### config.mk
export PLATFORM = sky130hd
export DESIGN_NAME = bpp_mul
export DESIGN_NICKNAME = d
export VERILOG_FILES = /design/src/rtl/bpp_pkg.sv /design/src/rtl/bpp_mul.sv
export SDC_FILE = /design/constraint.sdc
export NUM_CORES = 2
export LEC_CHECK = 0
export ABC_AREA = 1
export BUFFER_PORTS_ARGS = -buffer_cell sky130_fd_sc_hd__buf_4
export CAP_MARGIN = 25
export CORE_ASPECT_RATIO = 0.6
export CORE_MARGIN = 1.5
export CORE_UTILIZATION = 45
export CTS_BUF_LIST = sky130_fd_sc_hd__clkbuf_2 sky130_fd_sc_hd__clkbuf_4 sky130_fd_sc_hd__clkbuf_8
export CTS_CLUSTER_SIZE = 10
export DETAILED_ROUTE_END_ITERATION = 10
export SLEW_MARGIN = 20
export SYNTH_ARGS = -nofsm -noshare
export SYNTH_HDL_FRONTEND = slang
export SYNTH_SLANG_ARGS = --single-unit
### constraint.sdc
create_clock -name i_clk -period 9.11 [get_ports i_clk]
set_clock_uncertainty 0.1 [all_clocks]
set_input_delay 1.822 -clock i_clk [delete_from_list [all_inputs] [get_ports i_clk]]
set_output_delay 1.822 -clock i_clk [all_outputs]
set_load 0.02 [all_outputs]
### src/rtl/bpp_pkg.sv
// Shared constants for the Boris particle push pipeline.
package bpp_pkg;

    // Default number formats
    localparam int FRAC_BITS_DEF = 16;
    localparam int WORD_BITS_DEF = 32;

    // Latency of one fixed-point multiply unit
    localparam int MUL_LAT = 2;

    // Configuration register indexes
    typedef logic [2:0] t_cfg_index;
    localparam t_cfg_index CFG_TIME_STEP      = 3'd0;
    localparam t_cfg_index CFG_MAGNETIC_BZ    = 3'd1;
    localparam t_cfg_index CFG_TRAP_STIFFNESS = 3'd2;
    localparam t_cfg_index CFG_TRAP_CENTER_XY = 3'd3;
    localparam t_cfg_index CFG_DAMPING_FACTOR = 3'd4;
    localparam t_cfg_index CFG_RESTITUTION    = 3'd5;
    localparam t_cfg_index CFG_BOX_WIDTH      = 3'd6;
    localparam t_cfg_index CFG_BOX_HEIGHT     = 3'd7;

    // Reset value of the two unity factors (1.0 in Q16.16)
    localparam logic [16:0] UNITY_FACTOR_RST = 17'h10000;

endpackage

### src/rtl/bpp_mul.sv
// Two-stage saturating fixed-point multiply, magnitude truncated.
module bpp_mul #(
    parameter int FRAC_BITS = bpp_pkg::FRAC_BITS_DEF,
    parameter int WORD_BITS = bpp_pkg::WORD_BITS_DEF
) (
    input  logic                        i_clk,
    input  logic                        i_en,
    input  logic signed [WORD_BITS-1:0] i_a,
    input  logic signed [WORD_BITS-1:0] i_b,
    output logic signed [WORD_BITS-1:0] o_p
);
    import bpp_pkg::*;

    localparam int PW = 2 * WORD_BITS;
    localparam logic [PW-1:0] LIM_POS = (PW'(1) << (WORD_BITS - 1)) - PW'(1);
    localparam logic [PW-1:0] LIM_NEG = PW'(1) << (WORD_BITS - 1);
    localparam logic [WORD_BITS-1:0] WMAX_W = {1'b0, {(WORD_BITS-1){1'b1}}};
    localparam logic [WORD_BITS-1:0] WMIN_W = {1'b1, {(WORD_BITS-1){1'b0}}};

    logic [WORD_BITS-1:0] mag_a, mag_b;
    logic [PW-1:0]        r_prod;
    logic                 r_neg;
    logic [PW-1:0]        shifted;
    logic [WORD_BITS-1:0] n_p;
    logic signed [WORD_BITS-1:0] r_p;

    // Take magnitudes; the most negative word maps to 2^(W-1)
    assign mag_a = i_a[WORD_BITS-1] ? WORD_BITS'(~i_a + WORD_BITS'(1)) : i_a;
    assign mag_b = i_b[WORD_BITS-1] ? WORD_BITS'(~i_b + WORD_BITS'(1)) : i_b;

    // Stage one: raw magnitude product
    always_ff @(posedge i_clk) begin
        if (i_en) begin
            r_prod <= PW'(mag_a) * PW'(mag_b);
            r_neg  <= i_a[WORD_BITS-1] ^ i_b[WORD_BITS-1];
        end
    end

    // Stage two: drop fraction bits, saturate, restore sign
    always_comb begin
        shifted = r_prod >> FRAC_BITS;
        if (r_neg) begin
            if (shifted > LIM_NEG) n_p = WMIN_W;
            else                   n_p = WORD_BITS'(~shifted[WORD_BITS-1:0] + WORD_BITS'(1));
        end else begin
            if (shifted > LIM_POS) n_p = WMAX_W;
            else                   n_p = shifted[WORD_BITS-1:0];
        end
    end

    always_ff @(posedge i_clk) begin
        if (i_en) begin
            r_p <= n_p;
        end
    end

    assign o_p = r_p;

endmodule

# == After elaboration in Yosys (flattened, before gate mapping) ==
# Index checks and enable logic that the tools add are counted.
# classes
addsub,3
multipliers,1
n_lt_le_gt_ge,2
n_mux,5
bitwise,4
# op_table
operator,n
32-bit two-way mux,5
32-bit inverter,3
"32-bit by 2-bit adder with 32-bit output, second input constant",2
32-bit by 32-bit multiplier with 64-bit output,1
"48-bit by 31-bit greater-than comparator with 1-bit output, second input constant",1
"48-bit by 32-bit greater-than comparator with 1-bit output, second input constant",1
"32-bit by 1-bit adder with 32-bit output, second input constant",1
1-bit bitwise XOR,1
# word_totals
ff_bits,97
out_inout_bits,32
word_cells,18

# == Depth between registers and ports, before layout ==
# depth
ltp_word,4
ltp_mapped,44

# == Worst setup path before layout ==
# No wires, ideal clock.
# synth_path
path_kind,input-to-reg
start,in i_a[0]
end,reg r_prod[51] (data pin)
setup_time_ns,0.252
arrival_time_ns,9.280
setup_slack_ns,-0.522
cell_stages,38
n_path_buf,2
path_cell_list,buf_6 inv_4 clkbuf_1 ha_1 inv_1 nor3_4 inv_2 nor2_2 nand2_1 nor2_2 nand2_1 nand2_2 o21ai_2 xor2_2 clkinv_2 nor2_1 fa_1 fa_1 [... 2 more ...] fa_1 inv_1 fa_1 fa_1 fa_1 inv_1 fa_1 inv_1 ha_1 a21oi_1 a21boi_0 o21ai_0 a21oi_1 nor2_1 nor3_1 nand2_1 nand2_1 nand2_1
# synth_via
elab_chain_len,4
# synth_lines
element,line,source
"start, declared",bpp_mul.sv:8,"input logic signed [WORD_BITS-1:0] i_a,"
32-bit inverter,bpp_mul.sv:28,assign mag_a = i_a[WORD_BITS-1] ? WORD_BITS'(~i_a + WORD_BITS'(1)) : i_a;
32-bit by 2-bit adder with 32-bit output,bpp_mul.sv:28,
32-bit two-way mux (*),bpp_mul.sv:28,
32-bit by 32-bit multiplier with 64-bit output (*),bpp_mul.sv:34,r_prod <= PW'(mag_a) * PW'(mag_b);
"end signal, assigned",bpp_mul.sv:34,
"end, declared",bpp_mul.sv:21,logic [PW-1:0] r_prod;
# Mark *: on every way between the ends. The rest lies on a longest branch, timed or not.
# A chain may end at the register's enable or synchronous reset.

# == Worst setup path in the final report ==
# layout_path
start,in i_a[0]
end,reg r_prod[56] (data pin)
# Same word-level chain as after synthesis.

==> flow_metrics.py <==
metrics = {
    "hold_path": {
        "hold_end": "o_p[21]$_DFFE_PP_",
        "min_path_type": "flop to flop",
        "hp-start": "r_prod[37]$_DFFE_PP_",
        "hold_depth": 2,
    },
    "sta": {
        "finalSetupViolCount": 41,
        "fmax_ghz": 0.106,
        "drv_slew": 0,
        "setup_slack_ps": -302,
        "post-route-period-util_pct": 103,
        "grt_setup_unrepaired": "yes",
        "layout_min_cycle_time_ps": 9410,
        "tightest_slew_ps": 951,
        "finalHoldViolCount": 0,
        "relSlewSlack_pct": 36.4,
        "tns_ps": -7610,
    },
    "worst_setup_path": {
        "r2r_start": "r_prod[50]$_DFFE_PP_",
        "crit_buf_inv": 13,
        "r2r-end": "o_p[2]$_DFFE_PP_",
        "cp-end-kind": "flop",
        "rr_worst_depth": 7,
        "start_kind": "primary input",
        "path_depth": 41,
        "max_stage_delay_ps": 590,
        "crit_family": "adder cells",
        "critPathKind": "primary input to flop",
        "slowest_stage": "fa_2",
        "cp_max_fo": 4,
        "critPathArrivalTime_ps": 9450,
        "reg2reg_slack_ps": 5750,
        "cp_data_required_time_ps": 9150,
    },
    "cts": {
        "cts_buffer_depth": 2,
        "path_clk_slew_ps": 90,
        "cts_made_buffers": 9,
        "htree_levels": 3,
        "cts_tree": "yes",
        "clk_latency_ps": 370,
        "clockRootBuffer": "clkbuf_8",
        "cts_hold_buf": 0,
        "clock-sinks": 81,
    },
    "place": {
        "dp_hpwl_mm": 127,
        "placed_area_um2": 47500,
        "place_ws_ps": -1100,
        "gp_congestion": 1.00,
        "portBuffers": 97,
    },
    "logic_synthesis": {
        "yosys.area.top_type": "fa_1",
        "yosysTopAreaCellShare_pct": 45.8,
        "syn_inst": 4897,
        "yosys_register_bits": 81,
        "postSynth.asyncResetShare_pct": 0,
        "synth_nets": 6121,
        "synth_edf_count": 81,
        "yosysWarningCount": 0,
        "netlist_area_um2": 39100,
        "syn_avg_cell_area_um2": 7.98,
        "synth_area_leaders": "fa_1 (46%), inv_1 (12%), nand2_1 (8.9%)",
        "synth-seq-area-share_pct": 6.22,
        "synth_most_common_cell": "inv_1",
        "synth_ff_type": "edfxtp_1",
        "ys_types": 52,
        "yosys-top-cells-count": "inv_1 (1203), nand2_1 (931), fa_1 (895)",
    },
    "detailed_routing": {
        "detail-route-antenna-nets": 0,
        "drc_errors": 0,
        "wl_mm": 150,
        "wl_per_cell_um": 21.9,
        "first_iter_violations": 3617,
        "dr_total_vias": 35700,
        "vias_per_cell": 5.21,
        "first_pass_iters": 6,
    },
    "global_routing": {
        "grt.total_usage_pct": 34.5,
        "grt_pass1_wl_mm": 227,
        "grt_pass1_vias": 36900,
        "grt_max_degree": 82,
        "antenna_found_initial": 4,
        "overflow": 0,
    },
    "job": {
        "drv_cap": 0,
    },
    "status": {
        "status": "finished with violations",
        "violations": "negative setup slack",
    },
    "floorplan": {
        "die_h_um": 231,
        "core_area_um2": 85800,
        "num_rows": 83,
        "die_area_um2": 88700,
        "initial_core_util_pct": 45.6,
        "io_pins": 98,
        "die_w_um": 384,
    },
    "finish": {
        "area_delta_synth_final_pct": 33.9,
        "drive_above_1_share_pct": 30.0,
        "final_util_pct": 61.0,
        "final_cell_area_um2": 52400,
        "fin_nets": 6923,
        "fillerInstances": 7545,
    },
}
## flip-flops by register name, indices dropped and copies added, names as in the netlist
signal  cells
r_prod     48
r_neg       1
o_p        32
## worst register-to-register path, cell delays in order (launching register included)
cell and delay [ps]:
edfxtp_1 430, nor2_1 210, nand4_1 140, nor2_1 160, nand2_1 570, nand2_1 500, nand2_1 590, o31ai_1 460
## what timing repair did
item | CTS | global route
cloned | 6 | 2
pin swaps | 194 | 260
gates resized for setup | 515 | 424
setup buffers | 73 | 44
endpoints found under the setup margin | 45 | 48
hold endpoints to repair | 0 | 0
## through the flow
step,cells,hold slack [ps]
4_1_cts,6808,532
6_report,6854,546
3_5_place_dp,6715,512
2_1_floorplan,4897,453
3_3_place_gp,6715,522
5_1_grt,6851,567
## worst max-delay path by stage
stage,start,endpoint,slack [ps]
after floorplan,i_a[0],r_prod[51]$_DFFE_PP_,-220
after global routing,i_a[0],r_prod[40]$_DFFE_PP_,-500
after detailed placement,i_a[1],r_prod[47]$_DFFE_PP_,-1100
final,i_a[0],r_prod[56]$_DFFE_PP_,-300
after global placement,i_a[1],r_prod[55]$_DFFE_PP_,-1070
after CTS,i_a[1],r_prod[51]$_DFFE_PP_,-120
## logic make-up after synthesis
logic type	share of synthesized area (%)
DFF	6.22
buffers and inverters	14.1
xor gates and xnor gates	2.05
adders and majority gates	54.2
and+or+nand+nor	19.6
AOI/OAI and AO/OA	3.79
## cell usage in the layout, fill, tap and decap left out, types with 21 or more instances in the layout
master,instances
nor3_1,22
nand3_1,74
buf_12,107
nor2_2,82
ha_1,215
nand4_1,21
buf_6,69
a21oi_1,32
fa_2,73
ha_4,46
nand2_2,73
nor2_1,572
xor2_1,49
buf_4,774
nand2_1,826
o21ai_0,84
o21ai_2,22
inv_4,23
fa_1,822
edfxtp_1,81
a21oi_2,37
nand2_4,40
nor2_4,95
a21oi_4,24
inv_1,1110
inv_2,86
## metal layers
| layer | share of wire (%) | wire [µm] | vias up | GRT usage (%) |
|---|---|---|---|---|
| li1 | - | - | 15800 | - |
| met1 | 43 | 64400 | 17700 | 51.2 |
| met2 | 39 | 58900 | 1857 | 47.5 |
| met3 | 14 | 21700 | 243 | 12.0 |
| met4 | 3.3 | 5030 | 8 | 8.99 |
| met5 | 0.035 | 52 | - | 0 |
## cell type report
type	instances	area (µm²)	share of cell area [%]
clock inverters	5	80.1	0.153
inverters	1236	4760	9.09
well taps	1147	1440	2.74
repair inverters	2	18.8	0.0358
multi-input cells	3405	34500	65.8
flip-flops and latches	81	2430	4.65
clock buffers	11	139	0.265
diodes	3	7.51	0.0143
repair buffers	964	9020	17.2
Power is not shown: default switching activity piles up to over one toggle a cycle in this logic, so the estimate is an artifact.
