--- src/rtl/bpp_pkg.sv ---
// Shared constants for the Boris particle push pipeline.
package bpp_pkg;

    // Default number formats
    localparam int FRAC_BITS_DEF = 16;
    localparam int WORD_BITS_DEF = 32;

    // Latency of one fixed-point multiply unit
    localparam int MUL_LAT = 2;

    // Configuration register indexes
    typedef logic [2:0] t_cfg_index;
    localparam t_cfg_index CFG_TIME_STEP      = 3'd0;
    localparam t_cfg_index CFG_MAGNETIC_BZ    = 3'd1;
    localparam t_cfg_index CFG_TRAP_STIFFNESS = 3'd2;
    localparam t_cfg_index CFG_TRAP_CENTER_XY = 3'd3;
    localparam t_cfg_index CFG_DAMPING_FACTOR = 3'd4;
    localparam t_cfg_index CFG_RESTITUTION    = 3'd5;
    localparam t_cfg_index CFG_BOX_WIDTH      = 3'd6;
    localparam t_cfg_index CFG_BOX_HEIGHT     = 3'd7;

    // Reset value of the two unity factors (1.0 in Q16.16)
    localparam logic [16:0] UNITY_FACTOR_RST = 17'h10000;

endpackage

--- src/rtl/bpp_delay.sv ---
// Enabled shift line that carries side data alongside a pipelined unit.
module bpp_delay #(
    parameter int WIDTH = 32,
    parameter int DEPTH = 2
) (
    input  logic             i_clk,
    input  logic             i_en,
    input  logic [WIDTH-1:0] i_d,
    output logic [WIDTH-1:0] o_d
);
    import bpp_pkg::*;

    logic [WIDTH-1:0] r_line [DEPTH];

    // Advance the line on every pipeline step
    always_ff @(posedge i_clk) begin
        if (i_en) begin
            r_line[0] <= i_d;
            for (int k = 1; k < DEPTH; k++) begin
                r_line[k] <= r_line[k-1];
            end
        end
    end

    assign o_d = r_line[DEPTH-1];

endmodule

--- config.mk ---
export PLATFORM = sky130hd
export DESIGN_NAME = bpp_delay
export DESIGN_NICKNAME = d
export VERILOG_FILES = /design/src/rtl/bpp_pkg.sv /design/src/rtl/bpp_delay.sv
export SDC_FILE = /design/constraint.sdc
export NUM_CORES = 1
export LEC_CHECK = 0
export BUFFER_PORTS_ARGS = -buffer_cell sky130_fd_sc_hd__buf_2
export CAP_MARGIN = 30
export CORE_MARGIN = 2
export CORE_UTILIZATION = 25
export CTS_CLUSTER_SIZE = 10
export DETAILED_ROUTE_END_ITERATION = 7
export PLACE_DENSITY_LB_ADDON = 0.2
export SLEW_MARGIN = 40
export SYNTH_ARGS = -nofsm -noshare
export SYNTH_HDL_FRONTEND = slang
export SYNTH_SLANG_ARGS = --single-unit
--- constraint.sdc ---
create_clock -name i_clk -period 0.9 [get_ports i_clk]
set_input_delay 0.045 -clock i_clk [delete_from_list [all_inputs] [get_ports i_clk]]
set_output_delay 0.045 -clock i_clk [all_outputs]
set_load 0.03 [all_outputs]
=== Word-level counts from Yosys, hierarchy flattened ===
Memory sizes are Yosys's and may differ from the RTL's.
Cells that the tools add are included.

* Register bits: 0
* Latch bits: 0
* Bits in writable memories: 64
* ROM bits: 0
* Input bits: 34
* Memories: 1

* $add $sub $neg: 0
* Multipliers: 0
* Divide/modulo/power cells: 0
* Magnitude comparators: 0
* Equal/unequal tests: 0
* Shift-type cells: 0
* Multiplexer cells: 2
* Bitwise logic cells: 0
* Reduce and logical (&&, ||, !) cells: 0

{| class="wikitable"
|+ Memory list
! memory !! words !! bits a word !! rd ports !! clocked after Yosys merged registers in !! wr ports !! RTL line !! RTL
|-
| r_line || 2 || 32 || 2 || 0 || 2 || bpp_delay.sv:13 || <nowiki>logic [WIDTH-1:0] r_line [DEPTH];</nowiki>
|}

{| class="wikitable"
|+ Operators by type and width
! cell !! count
|-
| $mux 1 || 2
|}

=== Logic depth before layout (Yosys ltp) ===
Gate-level depths: netlist of run 1.

* Depth in word-level cells: 2
* Gate-level depth with buffers: 1

=== Least setup slack after synthesis of run 1 ===
Ideal clock, no wire load.

* Kind: register -> register
* Start point: memory r_line[0][0]
* End point: memory r_line[1][0], in the netlist r_line[0][32], data pin
* Library setup time: 266 ps
* Arrival time: 323 ps
* Data required time: 634 ps
* Setup slack: 311 ps
* Cell stages (with the launch flop): 1
* Buffers on the path: 0
* Path through: edfxtp_1

{| class="wikitable"
|+ RTL lines
! what !! RTL line
|-
| start, declared || bpp_delay.sv:13
|}

==> summary.md, run 1 <==
| Metric | Value |
|---|---|
| Outcome | `finished with violations` |
| Failing checks | `negative setup slack` |
| Initial antenna violation count | `0` |
| CP Depth | `1` |
| Via count | `1010` |
| Fin. max-slew vios | `0` |
| Post-route ant nets | `0` |
| Setup repair after global routing missed its margin | `true` |
| HP Class | `primary input to flip-flop` |
| Die Height | `97.0 um` |
| Wire per inst | `11.5 um` |
| Reg clk slew, reported paths | `0.06 ns` |
| Switch share | `21.8%` |
| Comb pwr share | `10.5%` |
| Buffers & Inverters on Critical Path | `1` |
| DRT iter0 DRCs | `34` |
| Minimum clock period | `0.941 ns` |
| Flop-to-flop setup slack | `0.26 ns` |
| Overflow after GRT | `0` |
| Worst hold slack | `0.210 ns` |
| Largest family of logic cells by synthesized area | `buffers and inverters` |
| Syn Inst Count | `96` |
| CTS Buffer Depth | `2` |
| Vias per cell | `3.59` |
| Initial Utilization | `26.1%` |
| Site Rows | `33` |
| First-pass GRT wire length | `5230 um` |
| Number of global-route vias before repair | `1066` |
| Post-synthesis compound-gate area fraction | `0%` |
| Reg2Reg Depth | `0` |
| Most area-consuming cells after synthesis | `edfxtp_1, buf_4` |
| Port Buf Inserts | `65` |
| P_leak | `1.17 nW` |
| Crit path cell chain | `buf_6` |
| Maximum clock frequency | `1060 MHz` |
| Multi-input gate area | `0 um^2` |
| Rel. slew slack | `83.4%` |
| Post-Syn Area | `0.00216 mm^2` |
| Crit start category | `flip-flop` |
| Dpl hpwl | `1990 um` |
| Cell accounting for the most synthesized area | `edfxtp_1` |
| Share of layout cells above drive strength 1 | `43.8%` |
| FF+latch count, synth | `64` |
| Total power | `0.00612 W` |
| P&R area growth vs syn | `41.8%` |
| Clock Sinks | `64` |
| NetSw | `0.00133 W` |
| Net count, final | `208` |
| Sequential power share | `58.9%` |
| Skew-Pair Late Insertion Delay | `0.33 ns` |
| Final WS setup | `-0.0414 ns` |
| Kind of cell adding the most delay to the critical path | `flip-flops` |
| Core area | `0.00830 mm^2` |
| Mux share of post-synthesis cell area | `0%` |
| Most frequent cells in the layout | `edfxtp_1, buf_2, dlygate4sd3_1, buf_6, clkbuf_8` |
| Yosys cell types | `2` |
| Router iterations before antenna repair | `4` |
| Final setup viols | `19` |
| CTS buffer count | `9` |
| Final worst path period share | `105%` |
| Regs by FF count | `r_line x64` |
| Post-Syn Nets | `130` |
| Die Wd | `97.0 um` |
| Layout Skew | `0.00385 ns` |
| Largest register by flop count | `r_line` |
| GPL Wtd Cong | `0.641` |
| PwrDens | `2000 mW/mm^2` |
| Internal power | `0.00479 W` |
| Overall routed net length | `3230 um` |
| Power share of the clock group | `30.5%` |
| Crit. End Element | `output port` |
| Antenna Cells | `0` |
| CP Data Required Time | `0.85 ns` |
| Setup TNS after final layout | `-0.213 ns` |
| DP Area | `0.00241 mm^2` |
| Max FFs per register | `64` |
| Crit-path max FO | `1` |
| Simple-Gate Fraction of Synth Area | `0%` |
| Share of the synthesized area in the top cell type | `88.9%` |
| Adder-cell area share of the yosys netlist | `0%` |
| Yosys warnings | `0` |
| Largest net degree at the start of global routing | `45` |
| Place WS | `0.134 ns` |
| Post-Synth XOR/XNOR Area | `0%` |
| Number of H-tree levels | `3` |
| Hold depth | `2` |
| #MultiIn Comb | `0` |
| Die area | `0.00941 mm^2` |
| Syn Area/Cell | `22.5 um^2` |
| Finished Cell Area | `0.00307 mm^2` |
| Critical-path top delay cell | `edfxtp_1` |
| Worst vdd ir | `0.922 mV` |
| CP max stage delay | `0.41 ns` |
| Commonest non-fill, non-tap cell in the layout | `edfxtp_1` |
| Post CTS Setup Buffer Count | `0` |
| Register area share after synthesis | `88.9%` |
| CTS tree | `done` |
| Root buf cell | `clkbuf_8` |
| I/O pin total | `66` |
| # Max-Cap Violations | `0` |
| Critical path type | `flip-flop to output port` |
| Arrival time of the worst setup path | `0.90 ns` |
| Final hold violations | `0` |
| Worst-Margin Slew | `0.249 ns` |
| Gr usage total | `7.63%` |
| DRC | `0` |
==> area by class of cell <==
cell class / instances / area, um^2
fillers: 771 / 5230
well taps: 105 / 131
flip-flops and latches: 64 / 1920
repair buffers: 99 / 873
clock buffers: 10 / 128
clock inverters: 3 / 12.5
==> per-stage QoR <==
step / instances / util (%)
floorplan: 96 / -
global route: 281 / 37.0
CTS: 281 / 37.0
finish: 281 / 37.0
detailed placement: 236 / 29.0
global placement: 236 / 29.0
==> power groups by stage <==
| stage | registers (W) | clock network, W | logic (W) |
|---|---|---|---|
| 2_1_floorplan | 0.00363 | 0 | 0.000330 |
| 3_3_place_gp | 0.00364 | 0 | 0.000427 |
| 3_5_place_dp | 0.00365 | 0 | 0.000435 |
| 4_1_cts | 0.00361 | 0.00197 | 0.000650 |
| 5_1_grt | 0.00363 | 0.00212 | 0.000684 |
| 6_report | 0.00361 | 0.00187 | 0.000644 |
==> synth_stat cells <==
library cell	count
buf_4	32
edfxtp_1	64
==> path summary, 6_finish.rpt <==
kind | start | endpoint
setup / recovery | r_line[0][43]$_DFFE_PP_ | o_d[11]
hold / removal | i_en | r_line[0][14]$_DFFE_PP_
setup reg to reg | r_line[0][3]$_DFFE_PP_ | r_line[0][35]$_DFFE_PP_
hold reg to reg | r_line[0][18]$_DFFE_PP_ | r_line[0][50]$_DFFE_PP_
==> routing by layer <==
metal | global-route usage (%) | wire length, um
met5 | 0 | 0
met4 | 4.23 | 55
met3 | 6.29 | 387
met2 | 10.6 | 1510
met1 | 8.05 | 1270
==> kinds of logic (layout without fill, tap and decap cells) <==
group / after synthesis / after routing
flops: 64 / 64
buf+inv: 32 / 112
==> what timing repair did <==
action / in CTS / in global routing
resized for setup: 64 / 0
cloned: 0 / 0
hold buffers: 32 / 0
hold endpoints to repair: 32 / 0
setup endpoints to repair: 32 / 32
Note: power is estimated with default switching activity, not from simulation.
==> inputs of run 2 (changes only) <==
--- a/config.mk
+++ b/config.mk
@@ -8,6 +8,7 @@
 export BUFFER_PORTS_ARGS = -buffer_cell sky130_fd_sc_hd__buf_2
 export CAP_MARGIN = 30
+export CORE_ASPECT_RATIO = 1.1
 export CORE_MARGIN = 2
-export CORE_UTILIZATION = 25
+export CORE_UTILIZATION = 50
 export CTS_CLUSTER_SIZE = 10
 export DETAILED_ROUTE_END_ITERATION = 7
==> constraint.sdc (replaced) <==
create_clock -name i_clk -period 0.9 [get_ports i_clk]
set_input_delay 0.135 -clock i_clk [delete_from_list [all_inputs] [get_ports i_clk]]
set_output_delay 0.135 -clock i_clk [all_outputs]
set_load 0.03 [all_outputs]
==> run 2 against run 1 <==
Against the previous run:
- the run still ends with negative setup slack left
- global-route usage is 7.5 points higher
- clock-buffer cell count rose by 1
- design area shrank 0.16%
- maximum frequency decreased by 7.9%
- die area decreased by 48%
- cell count is 17% lower
- sequential power about the same
- clock power up 18%
- sequential share of layout area grew 0.10 points
- critical path type unchanged
- total power rose by 5.9%
- non-clock buffer count increased by 1
- flip-flop and latch count is the same
==> summary.md, run 2 (same netlist as run 1, synthesis figures left out) <==
| Metric | Value |
|---|---|
| Rel. slew slack | `90.0% (+6.6 points)` |
| Buffers & Inverters on Critical Path | `1 (unchanged)` |
| Crit-path max FO | `1 (unchanged)` |
| CTS tree | `done` |
| Net count, final | `209 (+0.48%)` |
| Crit. End Element | `output port` |
| I/O pin total | `66 (unchanged)` |
| HP Class | `primary input to flip-flop` |
| CP max stage delay | `0.41 ns (about the same)` |
| Site Rows | `25 (-24%)` |
| Place WS | `0.0790 ns (-0.0553 ns)` |
| Die Height | `73.0 um (-25%)` |
| Gr usage total | `15.1% (+7.5 points)` |
| Crit path cell chain | `buf_6` |
| Number of H-tree levels | `3 (unchanged)` |
| DRT iter0 DRCs | `53 (+56%)` |
| Reg clk slew, reported paths | `0.06 ns (about the same)` |
| Worst vdd ir | `1.48 mV (+60%)` |
| Sequential power share | `55.8% (-3.1 points)` |
| Share of layout cells above drive strength 1 | `44.4% (+0.69 points)` |
| Worst hold slack | `0.308 ns (+0.0979 ns)` |
| Failing checks | `negative setup slack` |
| Port Buf Inserts | `65 (unchanged)` |
| Wire per inst | `13.7 um (+19%)` |
| First-pass GRT wire length | `4860 um (-7.1%)` |
| Most frequent cells in the layout | `edfxtp_1, buf_2, dlygate4sd3_1, buf_6, clkbuf_8` |
| Power share of the clock group | `34.2% (+3.7 points)` |
| Overflow after GRT | `0 (unchanged)` |
| Final worst path period share | `114% (+9.0 points)` |
| # Max-Cap Violations | `0 (unchanged)` |
| Minimum clock period | `1.02 ns (+0.0812 ns)` |
| Setup repair after global routing missed its margin | `true` |
| Root buf cell | `clkbuf_8` |
| Multi-input gate area | `0 um^2 (unchanged)` |
| Fin. max-slew vios | `0 (unchanged)` |
| Initial Utilization | `51.2% (+25 points)` |
| Switch share | `21.0% (-0.79 points)` |
| Clock Sinks | `64 (unchanged)` |
| NetSw | `0.00136 W (+2.0%)` |
| Largest net degree at the start of global routing | `29 (-36%)` |
| Commonest non-fill, non-tap cell in the layout | `edfxtp_1` |
| Vias per cell | `4.30 (+20%)` |
| Antenna Cells | `0 (unchanged)` |
| Arrival time of the worst setup path | `0.89 ns (about the same)` |
| Core area | `0.00422 mm^2 (-49%)` |
| Die area | `0.00487 mm^2 (-48%)` |
| P&R area growth vs syn | `41.6%` |
| Final hold violations | `0 (unchanged)` |
| P_leak | `1.20 nW (+2.4%)` |
| Layout Skew | `0.00482 ns (+0.000974 ns)` |
| Final setup viols | `32 (+13)` |
| Largest register by flop count | `r_line` |
| Finished Cell Area | `0.00306 mm^2 (-0.16%)` |
| CTS buffer count | `9 (unchanged)` |
| Worst-Margin Slew | `0.150 ns (-0.0986 ns)` |
| Overall routed net length | `3210 um (-0.50%)` |
| Die Wd | `66.7 um (-31%)` |
| Critical-path top delay cell | `edfxtp_1` |
| CP Data Required Time | `0.76 ns (-0.09 ns)` |
| GPL Wtd Cong | `0.587 (-8.4%)` |
| Post-route ant nets | `0 (unchanged)` |
| Post CTS Setup Buffer Count | `0 (unchanged)` |
| Skew-Pair Late Insertion Delay | `0.32 ns (about the same)` |
| # fillers | `257 (-67%)` |
| Crit start category | `flip-flop` |
| Regs by FF count | `r_line x64` |
| Dpl hpwl | `1740 um (-12%)` |
| Kind of cell adding the most delay to the critical path | `flip-flops` |
| Router iterations before antenna repair | `4 (unchanged)` |
| Via count | `1007 (-0.30%)` |
| Initial antenna violation count | `0 (unchanged)` |
| Internal power | `0.00512 W (+6.9%)` |
| Outcome | `finished with violations` |
| Total power | `0.00648 W (+5.9%)` |
| DP Area | `0.00236 mm^2 (-1.8%)` |
| Comb pwr share | `10.1% (-0.4 points)` |
| Final WS setup | `-0.123 ns (-0.0812 ns)` |
| Maximum clock frequency | `978 MHz (-7.9%)` |
| #MultiIn Comb | `0 (unchanged)` |
| Max FFs per register | `64 (unchanged)` |
| DRC | `0 (unchanged)` |
| Critical path type | `flip-flop to output port` |
| Number of global-route vias before repair | `1047 (-1.8%)` |
| PwrDens | `2120 mW/mm^2 (+6.0%)` |
| CTS Buffer Depth | `2 (unchanged)` |
-- run 2: what timing repair did --
| item | in CTS | in global routing |
|---|---|---|
| gates resized for setup | 64 | 0 |
| hold buffers | 32 | 0 |
| hold endpoints to repair | 32 | 0 |
| endpoints found under the setup margin | 32 | 32 |
-- run 2: path summary, 6_finish.rpt --
check | start | end | slack, ns | depth (start not counted)
max | r_line[0][36]$_DFFE_PP_ | o_d[4] | -0.12 | 1
min | i_en | r_line[0][36]$_DFFE_PP_ | 0.31 | 2
max reg2reg | r_line[0][31]$_DFFE_PP_ | r_line[0][63]$_DFFE_PP_ | 0.25 | 0
min reg2reg | r_line[0][7]$_DFFE_PP_ | r_line[0][39]$_DFFE_PP_ | 0.42 | 0
-- run 2: through the flow --
stage | instances | setup TNS, ns | util (%)
detailed placement | 186 | 0 | 55.9
floorplan | 96 | 0 | -
global placement | 186 | 0 | 55.9
global route | 234 | -4.22 | 72.5
finish | 234 | -2.90 | 72.5
CTS | 234 | -3.55 | 72.5
-- run 2: area by class of cell --
type / count / area, um^2 / share of cell area, %
Sequential cell: 64 / 1920 / 62.8
Clock inverter: 5 / 47.5 / 1.55
Tap cell: 54 / 67.6 / 2.21
Clock buffer: 11 / 131 / 4.29
Timing Repair Buffer: 100 / 893 / 29.2
-- run 2: metal layers --
metal | vias to the layer above | wire, um | share of wire (%) | GRT usage, %
met2 | 41 | 1750 | 54 | 24.8
met3 | 7 | 203 | 6.3 | 6.64
li1 | 483 | - | - | -
met5 | - | 0 | 0 | 0
met4 | 0 | 53 | 1.6 | 8.84
met1 | 476 | 1210 | 38 | 16.1
-- run 2: power by group through the flow --
| stage | clock, W | combinational, W | sequential, W |
|---|---|---|---|
| global route | 0.00241 | 0.000688 | 0.00363 |
| global placement | 0 | 0.000431 | 0.00364 |
| floorplan | 0 | 0.000330 | 0.00363 |
| CTS | 0.00226 | 0.000654 | 0.00361 |
| detailed placement | 0 | 0.000436 | 0.00365 |
| finish | 0.00221 | 0.000652 | 0.00361 |
